$ cat config.mk
export PLATFORM = sky130hd
export DESIGN_NAME = sorted_multiset_insert_remove
export DESIGN_NICKNAME = d
export VERILOG_FILES = /design/src/rtl/smi_pkg.sv /design/src/rtl/smi_datapath.sv /design/src/rtl/smi_ctrl.sv /design/src/rtl/sorted_multiset_insert_remove.sv
export SDC_FILE = /design/constraint.sdc
export NUM_CORES = 2
export LEC_CHECK = 0
export BUFFER_PORTS_ARGS = -buffer_cell sky130_fd_sc_hd__buf_2
export CORE_ASPECT_RATIO = 1.5
export CORE_MARGIN = 2
export CORE_UTILIZATION = 58
export CTS_CLUSTER_SIZE = 10
export DETAILED_ROUTE_END_ITERATION = 6
export GPL_TIMING_DRIVEN = 0
export PLACE_DENSITY = 0.76
export SLEW_MARGIN = 20
export SYNTH_ARGS = -nofsm -noshare
export SYNTH_HDL_FRONTEND = slang
export SYNTH_SLANG_ARGS = --single-unit
export TNS_END_PERCENT = 10
$ cat constraint.sdc
create_clock -name clk_i -period 3.7 [get_ports clk_i]
set_clock_uncertainty 0.15 [all_clocks]
set_input_delay 0.37 -clock clk_i [delete_from_list [all_inputs] [get_ports clk_i]]
set_output_delay 0.37 -clock clk_i [all_outputs]
set_load 0.02 [all_outputs]
$ cat src/rtl/smi_pkg.sv
// Shared types and constants for the sorted multiset store.
`default_nettype none

package smi_pkg;

  localparam int unsigned ValueW      = 32;
  localparam int unsigned KindW       = 2;
  localparam int unsigned StatusW     = 2;
  localparam int unsigned FillOutW    = 5;
  localparam int unsigned CapacityDef = 16;

  // Operation codes carried by the kind field
  typedef enum logic [KindW-1:0] {
    KIND_INSERT = 2'd0,
    KIND_REMOVE = 2'd1,
    KIND_CLEAR  = 2'd2
  } kind_e;

  // Result status codes
  typedef enum logic [StatusW-1:0] {
    STATUS_OK      = 2'd0,
    STATUS_FULL    = 2'd1,
    STATUS_MISSING = 2'd2
  } status_e;

  // Commands from the controller to the datapath
  typedef struct packed {
    logic    load;
    logic    compare;
    logic    wr_insert;
    logic    wr_remove;
    logic    wr_clear;
    logic    set_status;
    status_e status;
  } cmd_t;

  // Status from the datapath to the controller
  typedef struct packed {
    logic [KindW-1:0] kind;
    logic             full;
    logic             found;
  } sts_t;

endpackage

`default_nettype wire

$ cat src/rtl/smi_datapath.sv
// Datapath: row of compare-and-shift cells, fill count and result registers.
`default_nettype none

module smi_datapath
  import smi_pkg::*;
#(
  parameter int unsigned Capacity = CapacityDef
) (
  input  wire                  clk_i,
  input  wire                  rst_ni,
  input  cmd_t                 cmd_i,
  output sts_t                 sts_o,
  input  wire  [KindW-1:0]     kind_i,
  input  wire  [ValueW-1:0]    value_i,
  output logic [StatusW-1:0]   status_o,
  output logic [FillOutW-1:0]  fill_count_o,
  output logic [ValueW-1:0]    smallest_o,
  output logic                 smallest_valid_o
);

  localparam int unsigned FillW = $clog2(Capacity + 1);
  localparam int unsigned WideW = (FillW > FillOutW) ? FillW : FillOutW;

  logic [KindW-1:0]  kind_q;
  logic [ValueW-1:0] value_q;
  logic [ValueW-1:0] val_q [Capacity];
  logic [Capacity-1:0] lt_q;
  logic [Capacity-1:0] eq_q;
  logic [FillW-1:0]  fill_q;
  status_e           status_q;
  logic [WideW-1:0]  fill_wide;

  // Capture the accepted item
  always_ff @(posedge clk_i) begin
    if (cmd_i.load) begin
      kind_q  <= kind_i;
      value_q <= value_i;
    end
  end

  // One cell per entry: compare against the item, then keep, shift or take it
  for (genvar i = 0; i < Capacity; i++) begin : g_cell
    logic [ValueW-1:0] ins_d;
    logic [ValueW-1:0] rem_d;

    if (i == 0) begin : g_head
      assign ins_d = lt_q[i] ? val_q[i] : value_q;
    end else begin : g_body
      assign ins_d = lt_q[i] ? val_q[i] : (lt_q[i-1] ? value_q : val_q[i-1]);
    end

    if (i == Capacity - 1) begin : g_tail
      assign rem_d = val_q[i];
    end else begin : g_mid
      assign rem_d = lt_q[i] ? val_q[i] : val_q[i+1];
    end

    // Register the compare flags; only held entries take part
    always_ff @(posedge clk_i or negedge rst_ni) begin
      if (!rst_ni) begin
        lt_q[i] <= 1'b0;
        eq_q[i] <= 1'b0;
      end else if (cmd_i.compare) begin
        lt_q[i] <= (fill_q > FillW'(i)) && ($signed(val_q[i]) < $signed(value_q));
        eq_q[i] <= (fill_q > FillW'(i)) && (val_q[i] == value_q);
      end
    end

    // Update the entry
    always_ff @(posedge clk_i) begin
      if (cmd_i.wr_insert) begin
        val_q[i] <= ins_d;
      end else if (cmd_i.wr_remove) begin
        val_q[i] <= rem_d;
      end
    end
  end

  // Track the fill count and the result status
  always_ff @(posedge clk_i or negedge rst_ni) begin
    if (!rst_ni) begin
      fill_q   <= '0;
      status_q <= STATUS_OK;
    end else begin
      if (cmd_i.wr_clear) begin
        fill_q <= '0;
      end else if (cmd_i.wr_insert) begin
        fill_q <= fill_q + FillW'(1);
      end else if (cmd_i.wr_remove) begin
        fill_q <= fill_q - FillW'(1);
      end
      if (cmd_i.set_status) begin
        status_q <= cmd_i.status;
      end
    end
  end

  // Report to the controller; equal entries sit right after the smaller ones
  assign sts_o.kind  = kind_q;
  assign sts_o.full  = (fill_q >= FillW'(Capacity));
  assign sts_o.found = |eq_q;

  // Drive the result fields from the held state
  assign fill_wide        = WideW'(fill_q);
  assign status_o         = status_q;
  assign fill_count_o     = fill_wide[FillOutW-1:0];
  assign smallest_valid_o = (fill_q != '0);
  assign smallest_o       = (fill_q != '0) ? val_q[0] : '0;

endmodule

`default_nettype wire

$ cat src/rtl/smi_ctrl.sv
// Controller: sequences load, compare, update and result handoff per item.
`default_nettype none

module smi_ctrl
  import smi_pkg::*;
(
  input  wire  clk_i,
  input  wire  rst_ni,
  input  wire  in_valid_i,
  output logic in_stall_o,
  output logic out_valid_o,
  input  wire  out_stall_i,
  input  sts_t sts_i,
  output cmd_t cmd_o
);

  typedef enum logic [3:0] {
    ST_IDLE = 4'b0001,
    ST_CMP  = 4'b0010,
    ST_UPD  = 4'b0100,
    ST_RESP = 4'b1000
  } state_e;

  state_e state_q, state_d;

  // Next state
  always_comb begin
    state_d = state_q;
    case (state_q)
      ST_IDLE: if (in_valid_i) state_d = ST_CMP;
      ST_CMP:  state_d = ST_UPD;
      ST_UPD:  state_d = ST_RESP;
      ST_RESP: if (!out_stall_i) state_d = ST_IDLE;
      default: state_d = ST_IDLE;
    endcase
  end

  always_ff @(posedge clk_i or negedge rst_ni) begin
    if (!rst_ni) begin
      state_q <= ST_IDLE;
    end else begin
      state_q <= state_d;
    end
  end

  // Issue datapath commands
  always_comb begin
    cmd_o = '0;
    cmd_o.status = STATUS_OK;
    case (state_q)
      ST_IDLE: cmd_o.load = in_valid_i;
      ST_CMP:  cmd_o.compare = 1'b1;
      ST_UPD: begin
        cmd_o.set_status = 1'b1;
        case (sts_i.kind)
          KIND_INSERT: begin
            if (sts_i.full) begin
              cmd_o.status = STATUS_FULL;
            end else begin
              cmd_o.wr_insert = 1'b1;
            end
          end
          KIND_REMOVE: begin
            if (sts_i.found) begin
              cmd_o.wr_remove = 1'b1;
            end else begin
              cmd_o.status = STATUS_MISSING;
            end
          end
          KIND_CLEAR: cmd_o.wr_clear = 1'b1;
          default:    cmd_o.status = STATUS_OK;
        endcase
      end
      default: cmd_o.load = 1'b0;
    endcase
  end

  assign in_stall_o  = (state_q != ST_IDLE);
  assign out_valid_o = (state_q == ST_RESP);

endmodule

`default_nettype wire

$ cat src/rtl/sorted_multiset_insert_remove.sv
// Top level of the sorted multiset store.
//
//   channel | direction | handshake               | fields
//   --------+-----------+-------------------------+-----------------------------------
//   in      | input     | in_valid_i / in_stall_o | kind_i, value_i
//   out     | output    | out_valid_o/out_stall_i | status_o, fill_count_o,
//           |           |                         | smallest_o, smallest_valid_o
//
// The result of an item is held while the output is stalled; the next item is taken
// the cycle after the result leaves, so the store takes no new item while one is in
// flight. An item passes through the load, compare and update steps of the cell row,
// each registered, before its result is valid.
// Reset empties the store; entry contents are not cleared and are never read.
`default_nettype none

module sorted_multiset_insert_remove
  import smi_pkg::*;
#(
  parameter int unsigned Capacity = CapacityDef
) (
  input  wire                  clk_i,
  input  wire                  rst_ni,
  input  wire                  in_valid_i,
  output logic                 in_stall_o,
  input  wire  [KindW-1:0]     kind_i,
  input  wire  [ValueW-1:0]    value_i,
  output logic                 out_valid_o,
  input  wire                  out_stall_i,
  output logic [StatusW-1:0]   status_o,
  output logic [FillOutW-1:0]  fill_count_o,
  output logic [ValueW-1:0]    smallest_o,
  output logic                 smallest_valid_o
);

  cmd_t cmd;
  sts_t sts;

  smi_ctrl u_ctrl (
    .clk_i       (clk_i),
    .rst_ni      (rst_ni),
    .in_valid_i  (in_valid_i),
    .in_stall_o  (in_stall_o),
    .out_valid_o (out_valid_o),
    .out_stall_i (out_stall_i),
    .sts_i       (sts),
    .cmd_o       (cmd)
  );

  smi_datapath #(
    .Capacity (Capacity)
  ) u_datapath (
    .clk_i            (clk_i),
    .rst_ni           (rst_ni),
    .cmd_i            (cmd),
    .sts_o            (sts),
    .kind_i           (kind_i),
    .value_i          (value_i),
    .status_o         (status_o),
    .fill_count_o     (fill_count_o),
    .smallest_o       (smallest_o),
    .smallest_valid_o (smallest_valid_o)
  );

endmodule

`default_nettype wire

==> results.cfg <==
[clock_tree]
h-tree-depth = 3
cts_buffers = 69
clock_sinks = 589
clk_pin_slew_ns = 0.06
clock_path_buffers = 3
clock_latency_ns = 0.65
tritoncts = yes
cts-root-buf = clkbuf_16

[global_route]
antenna_found_initial = 2
grt_pass1_wl_um = 195000
grt_util_all_layers_pct = 34.3
grt_max_degree = 44
grt_pass1_vias = 33618
gr-total-overflow = 0

[layout]
post-route-util_pct = 66.5
nNetsFinal = 4714
stdcell_area_sq_mm = 0.0489
drive_above_1_share_pct = 32.3
final_cells = 5192
area_growth_pct = 13.7
n_antenna_cell = 0

[timing]
fin_ws_ns = 0.00552
rsz0062_at_grt = no
timing.fmax_mhz = 271
min_period_ns = 3.69
finalHoldViolations = 0
tns_ns = 0
fin_crit_sh_pct = 99.9
slew_viol_final = 0
worst_pin_slew_ns = 1.13
relSlewSlack_pct = 24.5
setup_viol = 0
hold_ws_ns = 0.171

[placement]
preCtsSetupSlack_ns = -0.827
port_buffers = 79
dp_cells = 4906
place_congestion = 0.946
dpl.hpwl_um = 103000
placed_area_sq_mm = 0.0452

[routing]
via_per_inst = 6.20
drt_iter0_markers = 2225
wl_per_cell_um = 25.0
routed_wl_um = 130000
drc = 0
dr.pass1.iters = 6
ant_nets = 0
dr_total_vias = 32216

[synth]
synth_nets = 4373
synth.ff_latch_count = 589
yosysWarnings = 0
postSynthCellCount = 3818
synth_edf_count = 546
synth_cell_types = 70
synth-seq-area-share_pct = 40.6
syn_area_sq_mm = 0.0430
synthArstFlopShare_pct = 7.30
synth_area_per_cell_sq_um = 11.3
synth_flop_cell = edfxtp_1

[setup_path]
cpMaxStageDelayCell = edfxtp_1
crit_top_cell = buf_4
r2r_setup_slack_ns = 0.006
cp-start-kind = register
path_cells = clkbuf_2 -> clkinvlp_4 -> buf_4 -> buf_4 -> ha_1 -> nand4_1 -> nor4_2 -> o31ai_2 -> a21o_1 -> a32o_1
cpPeakStageDelay_ns = 0.60
worstSetupPathType = reg -> reg
cp.arrival_ns = 4.07
critPathMaxFanout = 10
crit_path_end_kind = register
critPathRequiredTime_ns = 4.07

[floorplan]
core_area_sq_mm = 0.0736
rows = 122
initial_utilization_pct = 58.5
die_h_um = 338
die_area_sq_mm = 0.0764
die_w_um = 226
io_pins = 80

[power]
ir_drop_uv = 307
p_leak_nw = 17.4
power_mw = 19.6
p_per_area_mw_per_mm2 = 401

[hold_path]
hp-class = in -> reg

[outcome]
status = completed

[flow_run]
drv.max_cap_violation_count = 0
report_power, final:
part / leakage [nW] / internal [mW] / switching, mW
sequential: 5.52 / 7.51 / 0.339
combinational: 10.9 / 2.07 / 3.23
clock: 0.949 / 3.61 / 2.86
total: 17.4 / 13.2 / 6.43
cells in the final DEF (no fill, tap or decap), types with 12 or more instances in the layout:
| master | Yosys | layout |
|---|---|---|
| a211oi_1 | 13 | 12 |
| nor3_1 | 16 | 15 |
| o211ai_1 | 12 | 12 |
| o21ai_2 | 410 | 410 |
| buf_2 | 2 | 79 |
| a21o_1 | 40 | 40 |
| nor4_1 | 30 | 21 |
| o21ai_1 | 69 | 69 |
| o21ai_0 | 69 | 69 |
| ha_1 | 517 | 517 |
| nor2b_1 | 37 | 37 |
| nand2_2 | 400 | 400 |
| clkbuf_16 | 0 | 73 |
| inv_1 | 75 | 44 |
| a221oi_1 | 12 | 12 |
| nor2_1 | 81 | 65 |
| nand4_1 | 89 | 89 |
| edfxtp_1 | 546 | 546 |
| mux2_2 | 31 | 31 |
| buf_4 | 10 | 164 |
| clkbuf_2 | 41 | 48 |
| mux2i_1 | 448 | 448 |
| clkbuf_1 | 100 | 107 |
| clkinvlp_4 | 0 | 31 |
| dfrtp_1 | 42 | 42 |
| a21oi_1 | 221 | 221 |
| nand3_1 | 64 | 64 |
| nand2_1 | 233 | 233 |
| dlygate4sd3_1 | 0 | 36 |
| buf_12 | 45 | 69 |
| nor2_4 | 0 | 17 |
| a221o_1 | 25 | 25 |
per-layer routing:
layer | GRT usage [%] | vias up | wire, um
li1 | - | 15090 | -
met1 | 37.5 | 15672 | 47300
met2 | 60.8 | 1053 | 65500
met3 | 4.37 | 401 | 6300
met4 | 25.2 | 0 | 10500
met5 | 0 | - | 0
sequential cells by signal, summed over array words and instances, names as in the netlist:
signal and cells:
u_datapath.kind_q 2, u_datapath.value_q 32, u_datapath.eq_q 16, u_datapath.lt_q 16
u_ctrl.state_q 4, u_datapath.val_q 512, u_datapath.fill_count_o 5, u_datapath.status_o 2
kinds of logic after synthesis:
logic type | after synthesis | synth area share [%]
XOR/XNOR | 3 | 0.0611
flip-flops | 589 | 40.6
AO/OA/AOI/OAI | 933 | 15.7
multiplexers | 479 | 11.2
adder cells (fa/ha/maj) | 517 | 15.0
buffers and inverters | 286 | 4.57
AND/OR/NAND/NOR | 1011 | 12.8
synthesized netlist by cell type (all sizes together) (3+ instances only):
cell	number	area share [%]
nand2	633	7.8
o21ai	548	9.9
edfxtp	546	38
ha	517	15
mux2i	448	10
a21oi	221	2.6
clkbuf	141	1.3
nand4	89	1.3
nor2	83	0.74
inv	75	0.65
buf	69	2.6
nand3	64	0.74
dfrtp	42	2.4
a21o	40	0.70
nor2b	38	0.56
mux2	31	0.81
nor4	30	0.44
a221o	25	0.58
nor3	16	0.19
and2	14	0.20
a211oi	13	0.23
a221oi	12	0.24
o211ai	12	0.21
a22oi	11	0.19
a22o	9	0.18
and3	9	0.13
or4	9	0.16
and4	8	0.16
o31ai	8	0.14
a31oi	6	0.087
nand2b	6	0.10
o41ai	5	0.10
or3	5	0.084
a32oi	4	0.081
a32o	3	0.070
o21a	3	0.052
o311ai	3	0.061
path summary, 6_finish.rpt:
kind,endpoint,start,cells past startpoint
max,u_datapath.lt_q[9],u_datapath.value_q[21],10
min,u_ctrl.state_q[3],out_stall_i,4
max reg2reg,u_datapath.lt_q[9],u_datapath.value_q[21],10
min reg2reg,u_datapath.eq_q[3],u_datapath.eq_q[3],2
max in group asynchronous,u_datapath.eq_q[15],rst_ni,2
min in group asynchronous,u_datapath.lt_q[0],rst_ni,2
final cells by class:
class                      instances  area, sq um
buffer                           187         1610
clock buffer                     110         1970
clock inverter                     2         8.76
fill                            5884        24600
inverter                          76          402
multi-input combinational       2943        23800
sequential                       589        17500
tap                              992         1240
timing repair buffer             293         2430
timing repair:
action	CTS	global route
hold endpoints to repair	77	0
hold buffers	36	0
buffers inserted	145	16
setup endpoints to repair	349	33
gates resized for setup	45	11
critical path, delay by kind of cell, from the launching register on:
family / cells / cell delay (ns)
fa+ha+maj: 1 / 0.30
flops: 1 / 0.60
compound gates: 3 / 0.82
simple gates: 2 / 0.73
buf+inv: 4 / 0.96
No activity file was read; power rests on OpenSTA's default activity.
